File: config.mk
export PLATFORM = sky130hd
export DESIGN_NAME = tsfct_ctrl
export DESIGN_NICKNAME = d
export VERILOG_FILES = /design/src/hdl/tsfct_pkg.sv /design/src/hdl/tsfct_ctrl.sv
export SDC_FILE = /design/constraint.sdc
export NUM_CORES = 1
export LEC_CHECK = 0
export BUFFER_PORTS_ARGS = -buffer_cell sky130_fd_sc_hd__buf_4
export CAP_MARGIN = 10
export CORE_MARGIN = 2
export CORE_UTILIZATION = 55
export DETAILED_ROUTE_END_ITERATION = 7
export PLACE_DENSITY = 0.74
export RECOVER_POWER = 100
export SLEW_MARGIN = 25
export SYNTH_ARGS = -nofsm -noshare
export SYNTH_HDL_FRONTEND = slang
export SYNTH_SLANG_ARGS = --single-unit
File: constraint.sdc
create_clock -name clock -period 5.1 [get_ports clock]
set_clock_uncertainty 0.2 [all_clocks]
set_input_delay 1.275 -clock clock [delete_from_list [all_inputs] [get_ports clock]]
set_output_delay 1.275 -clock clock [all_outputs]
set_load 0.005 [all_outputs]
File: src/hdl/tsfct_pkg.sv
`default_nettype none
package tsfct_pkg;

   localparam int ADC_BITS  = 12;
   localparam int FRAC_BITS = 16;
   localparam int CODE_W    = ADC_BITS;
   // divider width; also the number of restoring steps per division
   localparam int DIV_W     = 28;

   typedef struct packed {
      logic [CODE_W-1:0] code_left;
      logic [CODE_W-1:0] code_right;
      logic [CODE_W-1:0] code_top;
   } req_type;

   typedef struct packed {
      logic [14:0] force_left;
      logic [14:0] force_right;
      logic [14:0] force_top;
      logic [16:0] force_total;
      logic        arm_rested;
      logic [10:0] cop_x;
      logic [12:0] cop_y;
      logic        in_deadzone;
      logic        zone_changed;
   } rsp_type;

   localparam logic [2:0] REG_REST_LEFT  = 3'd0;
   localparam logic [2:0] REG_REST_RIGHT = 3'd1;
   localparam logic [2:0] REG_REST_TOP   = 3'd2;
   localparam logic [2:0] REG_ALPHA      = 3'd3;
   localparam logic [2:0] REG_THRESHOLD  = 3'd4;
   localparam logic [2:0] REG_RADIUS     = 3'd5;

   localparam logic [15:0] ALPHA_RESET     = 16'd9830;
   localparam logic [16:0] THRESHOLD_RESET = 17'd896;
   localparam logic [12:0] RADIUS_RESET    = 13'd512;

   localparam logic [63:0] VREF_Q32 = 64'd14173392077;
   localparam logic [20:0] P1ABS    = 21'd140228;
   localparam logic [20:0] P2       = 21'd1243124;
   localparam logic [20:0] P3ABS    = 21'd1678392;
   localparam logic [14:0] FORCE_MAX = 15'd32767;

   // datapath operations
   typedef enum logic [3:0] {
      OP_NONE,
      OP_SEED,
      OP_EMA,
      OP_VOLT,
      OP_SQUARE,
      OP_RAW,
      OP_FORCE,
      OP_TOTAL,
      OP_DIV_X_START,
      OP_DIV_STEP,
      OP_DIV_X_END,
      OP_DIV_Y_START,
      OP_DIV_Y_END,
      OP_ZONE,
      OP_FINISH
   } op_type;

   typedef struct packed {
      op_type     op;
      logic [1:0] ch;
   } cmd_type;

   typedef struct packed {
      logic rested;
   } status_type;

   function automatic logic [18:0] gain_of(input logic [1:0] ch);
      logic [18:0] g;
      case (ch)
         2'd0:    g = 19'd387318;
         2'd1:    g = 19'd342627;
         default: g = 19'd274948;
      endcase
      return g;
   endfunction

endpackage
`default_nettype wire

File: src/hdl/tsfct_ctrl.sv
`default_nettype none
module tsfct_ctrl
   import tsfct_pkg::*;
(
   input  wire logic       clock,
   input  wire logic       reset,
   input  wire logic       start,
   input  wire logic       out_free,
   input  wire status_type status,
   output cmd_type         cmd,
   output logic            busy
);

   typedef enum logic [12:0] {
      ST_IDLE   = 13'b0000000000001,
      ST_SEED   = 13'b0000000000010,
      ST_EMA    = 13'b0000000000100,
      ST_VOLT   = 13'b0000000001000,
      ST_SQUARE = 13'b0000000010000,
      ST_RAW    = 13'b0000000100000,
      ST_FORCE  = 13'b0000001000000,
      ST_TOTAL  = 13'b0000010000000,
      ST_DIVX   = 13'b0000100000000,
      ST_DIVY   = 13'b0001000000000,
      ST_ZONE   = 13'b0010000000000,
      ST_FINISH = 13'b0100000000000,
      ST_DIVI   = 13'b1000000000000
   } state_type;

   localparam int DivSteps = DIV_W;
   localparam int CntW = $clog2(DivSteps + 1);

   state_type     state_ff, state_in;
   logic [1:0]    ch_ff, ch_in;
   logic [CntW-1:0] cnt_ff, cnt_in;
   logic          ydiv_ff, ydiv_in;

   assign busy = (state_ff != ST_IDLE);

   always_comb begin
      state_in = state_ff;
      ch_in    = ch_ff;
      cnt_in   = cnt_ff;
      ydiv_in  = ydiv_ff;
      cmd.op   = OP_NONE;
      cmd.ch   = ch_ff;
      case (state_ff)
         ST_IDLE: begin
            if (start) begin
               state_in = ST_SEED;
            end
         end
         ST_SEED: begin
            cmd.op = OP_SEED;
            ch_in = 2'd0;
            state_in = ST_EMA;
         end
         ST_EMA: begin
            cmd.op = OP_EMA;
            state_in = ST_VOLT;
         end
         ST_VOLT: begin
            cmd.op = OP_VOLT;
            state_in = ST_SQUARE;
         end
         ST_SQUARE: begin
            cmd.op = OP_SQUARE;
            state_in = ST_RAW;
         end
         ST_RAW: begin
            cmd.op = OP_RAW;
            state_in = ST_FORCE;
         end
         ST_FORCE: begin
            cmd.op = OP_FORCE;
            if (ch_ff == 2'd2) begin
               state_in = ST_TOTAL;
            end else begin
               ch_in = ch_ff + 2'd1;
               state_in = ST_EMA;
            end
         end
         ST_TOTAL: begin
            cmd.op = OP_TOTAL;
            state_in = ST_DIVI;
         end
         ST_DIVI: begin
            // skip the divider when not rested
            if (!status.rested) begin
               state_in = ST_FINISH;
            end else begin
               cmd.op = OP_DIV_X_START;
               cnt_in = '0;
               ydiv_in = 1'b0;
               state_in = ST_DIVX;
            end
         end
         ST_DIVX: begin
            if (cnt_ff == CntW'(DivSteps)) begin
               cmd.op = OP_DIV_X_END;
               cnt_in = '0;
               state_in = ST_DIVY;
            end else begin
               cmd.op = OP_DIV_STEP;
               cnt_in = cnt_ff + 1'b1;
            end
         end
         ST_DIVY: begin
            if (!ydiv_ff) begin
               cmd.op = OP_DIV_Y_START;
               ydiv_in = 1'b1;
            end else if (cnt_ff == CntW'(DivSteps)) begin
               cmd.op = OP_DIV_Y_END;
               state_in = ST_ZONE;
            end else begin
               cmd.op = OP_DIV_STEP;
               cnt_in = cnt_ff + 1'b1;
            end
         end
         ST_ZONE: begin
            cmd.op = OP_ZONE;
            state_in = ST_FINISH;
         end
         ST_FINISH: begin
            if (out_free) begin
               cmd.op = OP_FINISH;
               state_in = ST_IDLE;
            end
         end
         default: state_in = ST_IDLE;
      endcase
   end

   always_ff @(posedge clock) begin
      if (reset) begin
         state_ff <= ST_IDLE;
         ch_ff    <= '0;
         cnt_ff   <= '0;
         ydiv_ff  <= 1'b0;
      end else begin
         state_ff <= state_in;
         ch_ff    <= ch_in;
         cnt_ff   <= cnt_in;
         ydiv_ff  <= ydiv_in;
      end
   end

   a_onehot: assert property (@(posedge clock) disable iff (reset) $onehot(state_ff))
      else $error("state not one-hot");
   a_start_idle: assert property (@(posedge clock) disable iff (reset)
      (state_ff == ST_IDLE && start) |=> state_ff == ST_SEED)
      else $error("start lost");
   a_ch_range: assert property (@(posedge clock) disable iff (reset) ch_ff != 2'd3)
      else $error("channel out of range");

endmodule
`default_nettype wire

Word-level counts from Yosys, hierarchy flattened
Index checks and enable logic that the tools add are counted.
{ "classes": {"n_reduce_logical": 7, "add_sub_neg": 2, "mux": 23, "n_eq_ne": 24} }
{ "ops": {"columns": ["operator", "n"], "rows": [
  ["case mux 13 bit (13 select lines)", 1],
  ["two-way mux 13 bit", 5],
  ["case mux 4 bit (12 select lines)", 1],
  ["two-way mux 5 bit", 4],
  ["inequality test 2 bit (second input constant)", 8],
  ["case mux 5 bit (3 select lines)", 1],
  ["== test 13 x 1 -> 1 bit (second input constant)", 1],
  ["== test 13 x 10 -> 1 bit (second input constant)", 1],
  ["== test 13 x 11 -> 1 bit (second input constant)", 1],
  ["== test 13 x 12 -> 1 bit (second input constant)", 1],
  ["== test 13 bit (second input constant)", 1],
  ["== test 13 x 2 -> 1 bit (second input constant)", 1],
  ["== test 13 x 3 -> 1 bit (second input constant)", 1],
  ["== test 13 x 4 -> 1 bit (second input constant)", 1],
  ["== test 13 x 5 -> 1 bit (second input constant)", 1],
  ["== test 13 x 6 -> 1 bit (second input constant)", 1],
  ["== test 13 x 7 -> 1 bit (second input constant)", 1],
  ["== test 13 x 8 -> 1 bit (second input constant)", 1],
  ["== test 13 x 9 -> 1 bit (second input constant)", 1],
  ["inequality test 13 x 1 -> 1 bit (second input constant)", 1],
  ["two-way mux 12 bit", 1],
  ["two-way mux 4 bit", 2],
  ["two-way mux 8 bit", 1],
  ["two-way mux 3 bit", 2],
  ["13 further kinds", 16]
]} }
{ "word_totals": {"out_inout_bits": 7, "regBits": 21, "word_cells": 60, "input_bits": 5} }

Logic depth before layout (Yosys ltp)
Gate-level depths: netlist of the first run.
{ "depth": {"ltp_word": 4, "ltp_mapped": 7} }

Least setup slack after synthesis of the first run
No wires, ideal clock.
{ "synth_path": {"path_type": "input port to output port", "from": "input port out_free", "to": "output port cmd[3] (netlist bit)", "n_path_buf": 0, "cell_stages": 3, "path_slack_ns": 1.833, "t_required_ns": 3.625, "t_arrival_ns": 1.792, "cell_sequence": "nand4_1 o21ai_0 or3_1"} }
{ "synth_rtl": {"columns": ["element", "line_no", "text"], "rows": [
  ["start: declaration", "tsfct_ctrl.sv:8", "input wire logic out_free,"],
  ["end: declaration", "tsfct_ctrl.sv:10", "output cmd_type cmd,"]
]} }

==> impl_metrics.toml, run 1 <==
[outcome]
status = "finished, final reports clean"

[worst_setup_path]
crit_arrival_ns = 2.50
cp_max_fo = 9
crit_required_ns = 3.62
worstSetupEndpointType = "output pin"
crit_start = "state_ff[10]"
r2r_start = "state_ff[10]"
rrSetupSlack_ns = 2.47
r2r_end = "state_ff[9]"
critical_path_class = "flop to output pin"
reg2reg_depth = 5
endpoint = "cmd[4]"
critPathLaunchType = "flop"

[sta]
slew_violations = 0
rsz0062_at_grt = "false"
period_share = 0.7793
relSlewSlack = 0.5673
timing.final.crit_period_ns = 3.974
finalHoldViolations = 0
tightest_slew_ns = 0.6441
setup_viol = 0
tns_ns = 0
whs_ns = 0.3116
finalWorstSetupSlack_ns = 1.126
fmax_mhz = 251.6

[synthesis]
yosysTopAreaCellShare = 0.3035
synth.cell_area_um2 = 1385
ys_async_sr_fraction = 0
ys.flop_type = "dfxtp_1"
synth.distinct_cells = 50
avgSynthCellArea_um2 = 8.344
yosysWarnings = 0
synth_common_cells = "dfxtp_1 (21), nor2_1 (18), inv_1 (8), nand4_1 (8)"
ys_ff_latch = 21
seq_area_frac_synth = 0.3035
synth_edf_count = 0
netlist_instances = 166
yosysMostFrequentCell = "dfxtp_1"
synth_area_leader_cell = "dfxtp_1"
synthTopCellsByArea = "dfxtp_1 (30%), nor2_1 (4.9%), nand4_1 (3.6%)"
synthesis.nets = 174

[final_layout]
num-fill-cells = 229
final_nets = 181
syn2layout_area_growth_pct = 3.794
final_cells = 202
diodes = 0
drive_gt1_frac = 0.1047

[cts]
cts_htree_levels = 1
numCtsBuffers = 3
cts_hold_buf = 0
ctsLongestPathBuffers = 2
cts_tree = "yes"
clkLatencyLatePin_ns = 0.31
cts_root_buf = "clkbuf_4"
ctsResizeCount = 0
post-cts-setup-buffers = 0
cts_sinks = 21
clk_pin_slew_ns = 0.12

[run]
cap_violations = 0

[global_routing]
grt_first_pass_wirelength_um = 5099
grt_use_total = 0.2431
antenna_found_initial = 0
overflow = 0
first_global_vias = 1156
grt_max_degree = 14

[die]
die_area_um2 = 2935
core_area_um2 = 2432
io_pins = 12
die_h_um = 54.18
rows = 18
initial_core_util = 0.5694
die_w_um = 54.18

[detailed_routing]
met2_wirelength_um = 1525
drc = 0
via_per_inst = 6.584
drtIter0Drc = 32
wl_um = 3244
dr_wl_met3_um = 147
ant_nets = 0
drtPass1Iterations = 4
wl_met1_um = 1511
dr.max_layer_used = "met4"
wl_per_cell_um = 16.06
vias = 1330

[placement]
post-place-ws_ns = 1.538
dpl.cell_count = 198
numPortBuffers = 11
gp_congestion = 0.8390
hpwl_um = 2430

[pwr]
leakage_nw = 0.4915
cellPowerDensity_nw_per_um2 = 198.7
ir_drop_mv = 0.1754

[hold_path]
hp-class = "flop to flop"
## worst min path at each step
stage | start | end | slack [ns] | cells after the start
final | cnt_ff[4] | cnt_ff[4] | 0.31 | 1
after CTS | cnt_ff[1] | cnt_ff[1] | 0.32 | 1
after global routing | cnt_ff[1] | cnt_ff[1] | 0.34 | 1
after floorplan | cnt_ff[4] | cnt_ff[4] | 0.27 | 1
after detailed placement | cnt_ff[1] | cnt_ff[1] | 0.30 | 1
after global placement | cnt_ff[0] | cnt_ff[0] | 0.29 | 1
## per-stage QoR
stage                     total power, mW    util  area [um2]
after floorplan                    0.1966       -        1385
after global routing               0.2967  0.5910        1438
after detailed placement           0.2081  0.5977        1454
after CTS                          0.2912  0.6091        1481
after global placement             0.2075  0.5977        1454
final                              0.2856  0.5910        1438
## kinds of logic (layout without fill, tap and decap cells)
kind of cell               after synthesis  after routing  share of synthesized area
DFF                                     21             21                     0.3035
buffers and inverters                   17             23                    0.05872
xor gates and xnor gates                 5              5                    0.03162
and+or+nand+nor                         83             83                     0.3713
AOI/OAI and AO/OA                       37             37                     0.2078
adders and majority gates                3              3                    0.02710
## state kept, by name (all words and copies together) (netlist names)
signal / flops
ydiv_ff: 1
state_ff: 13
cnt_ff: 5
ch_ff: 2
## cell usage in the layout (no fill, tap or decap), drive strengths merged, types with 2 or more instances in the layout
cell | synthesis | routed
a21o | 2 | 2
buf | 4 | 3
nor3 | 7 | 7
nand4b | 3 | 3
xnor2 | 3 | 3
clkbuf | 5 | 11
o32a | 2 | 2
nand4 | 9 | 9
o21bai | 2 | 2
a32oi | 3 | 3
dfxtp | 21 | 21
nand2b | 5 | 5
o41ai | 3 | 3
ha | 3 | 3
o21ai | 6 | 6
nand3 | 6 | 6
inv | 8 | 8
nor3b | 3 | 3
nand2 | 8 | 8
nand3b | 2 | 2
nor2 | 18 | 18
or3 | 4 | 4
a21oi | 7 | 7
nor4 | 8 | 8
o2bb2ai | 2 | 2
and3 | 5 | 5
xor2 | 2 | 2
o211ai | 2 | 2
## layout make-up
type	instances	area (um2)	area share
Clock inverter	1	5.005	0.003481
Sequential cell	21	420.4	0.2924
Timing Repair Buffer	11	78.83	0.05483
Inverter	8	30.03	0.02089
Tap cell	30	37.54	0.02611
Multi-Input combinational cell	128	843.3	0.5866
Clock buffer	3	22.52	0.01567
## report_power, final
part	leakage [nW]	total [mW]	switching [mW]	internal, mW
combinational	0.304	0.0336	0.0206	0.0130
clock	0.0177	0.0827	0.0534	0.0294
sequential	0.170	0.169	0.00357	0.166
total	0.492	0.286	0.0775	0.208
## per-layer routing
layer	global-route usage	vias to the layer above
li1	-	643
met1	0.3225	642
met2	0.3876	38
met3	0.04167	7
met4	0.1000	0
met5	0	-
## worst max-delay path, stage by stage, from the launching register on
cell	delay (ns)
dfxtp_1	0.41
nor3_1	0.57
nand4_1	0.36
or3_1	0.46
o21ai_0	0.11
nand4b_1	0.14
clkbuf_4	0.14
Power figures use the tool's default switching activity.
==> run 2: changes to the inputs <==
clock period = 4 ns   (was 5.1 ns; I/O delays follow)
==> impl_metrics.toml, run 2 (synthesized netlist as in run 1, its figures left out) <==
[pwr]
clockPowerShare = 0.291
pwr-share-seq = 0.588
finalPower_mw = 0.3650
ir_drop_mv = 0.1683
p_int_mw = 0.2676
p_comb_frac = 0.121
cellPowerDensity_nw_per_um2 = 254.1
swShare = 0.2668
leakage_nw = 0.4957
switchingPower_mw = 0.09739

[worst_setup_path]
cpMostUsedCell = "or3_1"
worstSetupEndpointType = "output pin"
crit_required_ns = 2.80
worst_path_max_delay_cell = "or3_1"
crit_arrival_ns = 2.40
crit_path_max_incr_delay_ns = 0.47
crit_chain = "nor4_1 > buf_4 > nand4_1 > or3_1 > o21ai_0 > or3_1 > clkbuf_4"
cp_max_fo = 9
critical_path_class = "flop to output pin"
cp_top_family = "simple AND/OR/NAND/NOR gates"
critPathLaunchType = "flop"
crit_buf_inv = 2

[final_layout]
final_nets = 183
syn2layout_area_growth_pct = 3.704
layout_commonest_cell = "dfxtp_1"
largest_reg_flops = 13
diodes = 0
mostFrequentLayoutCells = "dfxtp_1 (21), nor2_1 (18), nand4_1 (9), clkbuf_4 (9)"
reg.largest.list = "state_ff: 13 flops, cnt_ff: 5 flops, ch_ff: 2 flops"
regMostFlops = "state_ff"
drive_gt1_frac = 0.1034
fin_area_um2 = 1436

[sta]
tns_ns = 0
timing.final.crit_period_ns = 3.603
finalWorstSetupSlack_ns = 0.3970
setup_viol = 0
relSlewSlack = 0.5857
period_share = 0.9007
finalHoldViolations = 0
slew_violations = 0
whs_ns = 0.3133
rsz0062_at_grt = "false"
tightest_slew_ns = 0.6201
fmax_mhz = 277.5

[detailed_routing]
wl_um = 3353
via_per_inst = 6.667
drtIter0Drc = 73
wl_per_cell_um = 16.44
drc = 0
vias = 1360
drtPass1Iterations = 4
ant_nets = 0

[die]
rows = 18
core_area_um2 = 2432
die_area_um2 = 2935
io_pins = 12
die_w_um = 54.18
initial_core_util = 0.5694
die_h_um = 54.18

[cts]
post-cts-setup-buffers = 0
ctsResizeCount = 0
ctsLongestPathBuffers = 2
cts_htree_levels = 1
clk_pin_slew_ns = 0.12
cts_hold_buf = 0
numCtsBuffers = 3
cts_root_buf = "clkbuf_4"
cts_sinks = 21
clkLatencyLatePin_ns = 0.31
cts_tree = "yes"

[placement]
numPortBuffers = 11
gp_congestion = 0.8600
postPlaceCellArea_um2 = 1469
hpwl_um = 2430
post-place-ws_ns = 0.9294

[run]
cap_violations = 0

[outcome]
status = "finished, final reports clean"

[global_routing]
antenna_found_initial = 0
grt_use_total = 0.2627
overflow = 0
grt_first_pass_wirelength_um = 5678
first_global_vias = 1280
grt_max_degree = 14

[hold_path]
hp-class = "flop to flop"
[run 2: cell count changes in the layout (fill, tap and decap cells not counted), sizes merged]
cell    change
clkinv      -1
buf         +3
[run 2: path summary, 6_finish.rpt]
path | startpoint | endpoint | slack (ns) | cells past startpoint
worst max-delay path | state_ff[3] | cmd[3] | 0.40 | 7
worst min-delay path | cnt_ff[0] | cnt_ff[0] | 0.31 | 1
worst max register to register | state_ff[3] | cnt_ff[4] | 1.41 | 6
worst min register to register | cnt_ff[0] | cnt_ff[0] | 0.31 | 1
[run 2: layout make-up]
class	instances	area [um2]
fillers	219	996.0
multi-input cells	128	828.3
flip-flops and latches	21	420.4
repair buffers	13	93.84
well taps	30	37.54
inverters	8	30.03
clock buffers	4	26.28
[run 2: layer usage]
| layer | wire length, um | global-route usage | part of all wire |
|---|---|---|---|
| met2 | 1514 | 0.4076 | 0.45 |
| met5 | 0 | 0 | 0 |
| met1 | 1523 | 0.3475 | 0.45 |
| met3 | 216 | 0.03889 | 0.064 |
| met4 | 99 | 0.1417 | 0.030 |
[run 2: per-stage QoR]
stage / std cells / utilization
2_1_floorplan: 166 / -
3_3_place_gp: 200 / 0.6039
3_5_place_dp: 200 / 0.6039
4_1_cts: 204 / 0.6147
5_1_grt: 204 / 0.5905
6_report: 204 / 0.5905
[run 2: worst reg2reg max path, cell delays in order, from the launching register on]
cell and delay [ns]:
dfxtp_1 0.41, nor4_1 0.36, buf_4 0.23, nand2_1 0.24, o32a_1 0.48, nand2b_1 0.25
o41ai_1 0.34
[run 2: power groups by stage]
stage / Combinational (mW) / Clock [mW] / Sequential (mW)
floorplan: 0.0333 / 0 / 0.217
global placement: 0.0456 / 0 / 0.220
detailed placement: 0.0469 / 0 / 0.220
CTS: 0.0473 / 0.109 / 0.216
global route: 0.0471 / 0.112 / 0.215
finish: 0.0441 / 0.106 / 0.215
==> run 3: changes to the inputs <==
CORE_UTILIZATION = 35   (was 55)
PLACE_DENSITY = default   (was 0.74)
==> impl_metrics.toml, run 3 (synthesized netlist as in run 1, its figures left out) <==
[placement]
gp_congestion = 0.8687
numPortBuffers = 11
hpwl_um = 2521

[sta]
finalHoldViolations = 0
rsz0062_at_grt = "false"
fmax_mhz = 275.6
setup_viol = 0
tightest_slew_ns = 0.6435
whs_ns = 0.3013
slew_violations = 0
relSlewSlack = 0.5701
timing.final.crit_period_ns = 3.629
period_share = 0.9072
tns_ns = 0

[global_routing]
first_global_vias = 1258
overflow = 0
antenna_found_initial = 0
grt_max_degree = 14
grt_first_pass_wirelength_um = 5720
grt_use_total = 0.1650

[outcome]
status = "finished, final reports clean"

[die]
rows = 22
initial_core_util = 0.3700
die_h_um = 66.91
core_area_um2 = 3744
die_area_um2 = 4476
io_pins = 12
die_w_um = 66.91

[worst_setup_path]
worstSetupEndpointType = "output pin"
crit_arrival_ns = 2.43
critical_path_class = "flop to output pin"
crit_required_ns = 2.80
cp_max_fo = 9
critPathLaunchType = "flop"

[cts]
cts_htree_levels = 1
clkLatencyLatePin_ns = 0.26
numCtsBuffers = 3
clk_pin_slew_ns = 0.08
cts_hold_buf = 0
cts_tree = "yes"
ctsResizeCount = 0
cts_root_buf = "clkbuf_8"
post-cts-setup-buffers = 0
ctsLongestPathBuffers = 2
cts_sinks = 21

[final_layout]
largest_reg_flops = 13
mostFrequentLayoutCells = "dfxtp_1 (21), nor2_1 (18), nand4_1 (9)"
num-fill-cells = 402
layout_commonest_cell = "dfxtp_1"
syn2layout_area_growth_pct = 7.859
regMostFlops = "state_ff"
drive_gt1_frac = 0.1156
reg.largest.list = "state_ff: 13 flops, cnt_ff: 5 flops, ch_ff: 2 flops"
final_nets = 182
diodes = 0

[detailed_routing]
drtIter0Drc = 137
via_per_inst = 6.041
wl_per_cell_um = 15.19
vias = 1335
drc = 0
drtPass1Iterations = 4
wl_um = 3358
ant_nets = 0

[pwr]
clockPowerShare = 0.358
p_comb_frac = 0.114
swShare = 0.2653
switchingPower_mw = 0.1082
leakage_nw = 0.5053
finalPower_mw = 0.4080
pwr-share-seq = 0.528
ir_drop_mv = 0.2573
cellPowerDensity_nw_per_um2 = 273.1
p_int_mw = 0.2997

[run]
cap_violations = 0

[hold_path]
hp-class = "flop to flop"
## run 3: final cells by class
type / count / area [um2] / share of cell area
clock buffer: 3 / 41.29 / 0.02764
clock inverter: 1 / 5.005 / 0.003350
inverter: 8 / 30.03 / 0.02010
multi-input combinational: 128 / 850.8 / 0.5695
sequential: 21 / 420.4 / 0.2814
tap: 48 / 60.06 / 0.04020
timing repair buffer: 12 / 86.33 / 0.05779
## run 3: final timing paths
path | startpoint | endpoint | slack, ns | depth (start not counted)
worst max register to register | state_ff[10] | state_ff[9] | 1.42 | 5
worst min-delay path | cnt_ff[4] | cnt_ff[4] | 0.30 | 1
worst max-delay path | state_ff[10] | cmd[4] | 0.37 | 6
worst min register to register | cnt_ff[4] | cnt_ff[4] | 0.30 | 1
## run 3: per-stage QoR
stage          utilization  std cells  worst slack (ns)  instance area (um2)
2_1_floorplan            -        166             1.057                 1385
3_3_place_gp        0.3964        217            0.8716                 1484
3_5_place_dp        0.3964        217            0.8012                 1484
4_1_cts             0.4088        221            0.5047                 1530
5_1_grt             0.3991        221            0.1940                 1494
6_report            0.3991        221            0.3711                 1494
## run 3: metal layers
layer | vias up | part of all wire | track usage
met5 | - | 0 | 0
met4 | 0 | 0.0063 | 0.03316
met3 | 2 | 0.065 | 0.04899
met2 | 40 | 0.45 | 0.2700
met1 | 643 | 0.47 | 0.2143
li1 | 650 | - | -
## run 3: power by group through the flow
stage	logic (mW)	clock network [mW]	registers, mW
after CTS	0.0473	0.148	0.216
after floorplan	0.0333	0	0.217
after detailed placement	0.0474	0	0.221
after global placement	0.0477	0	0.220
final	0.0463	0.146	0.216
after global routing	0.0506	0.156	0.216
## run 3: worst max-delay path, stage by stage, from the launching register on
cell,delay [ns]
dfxtp_1,0.40
nor3_1,0.55
nand4_1,0.37
or3_1,0.45
o21ai_0,0.10
nand4b_1,0.15
clkbuf_4,0.14
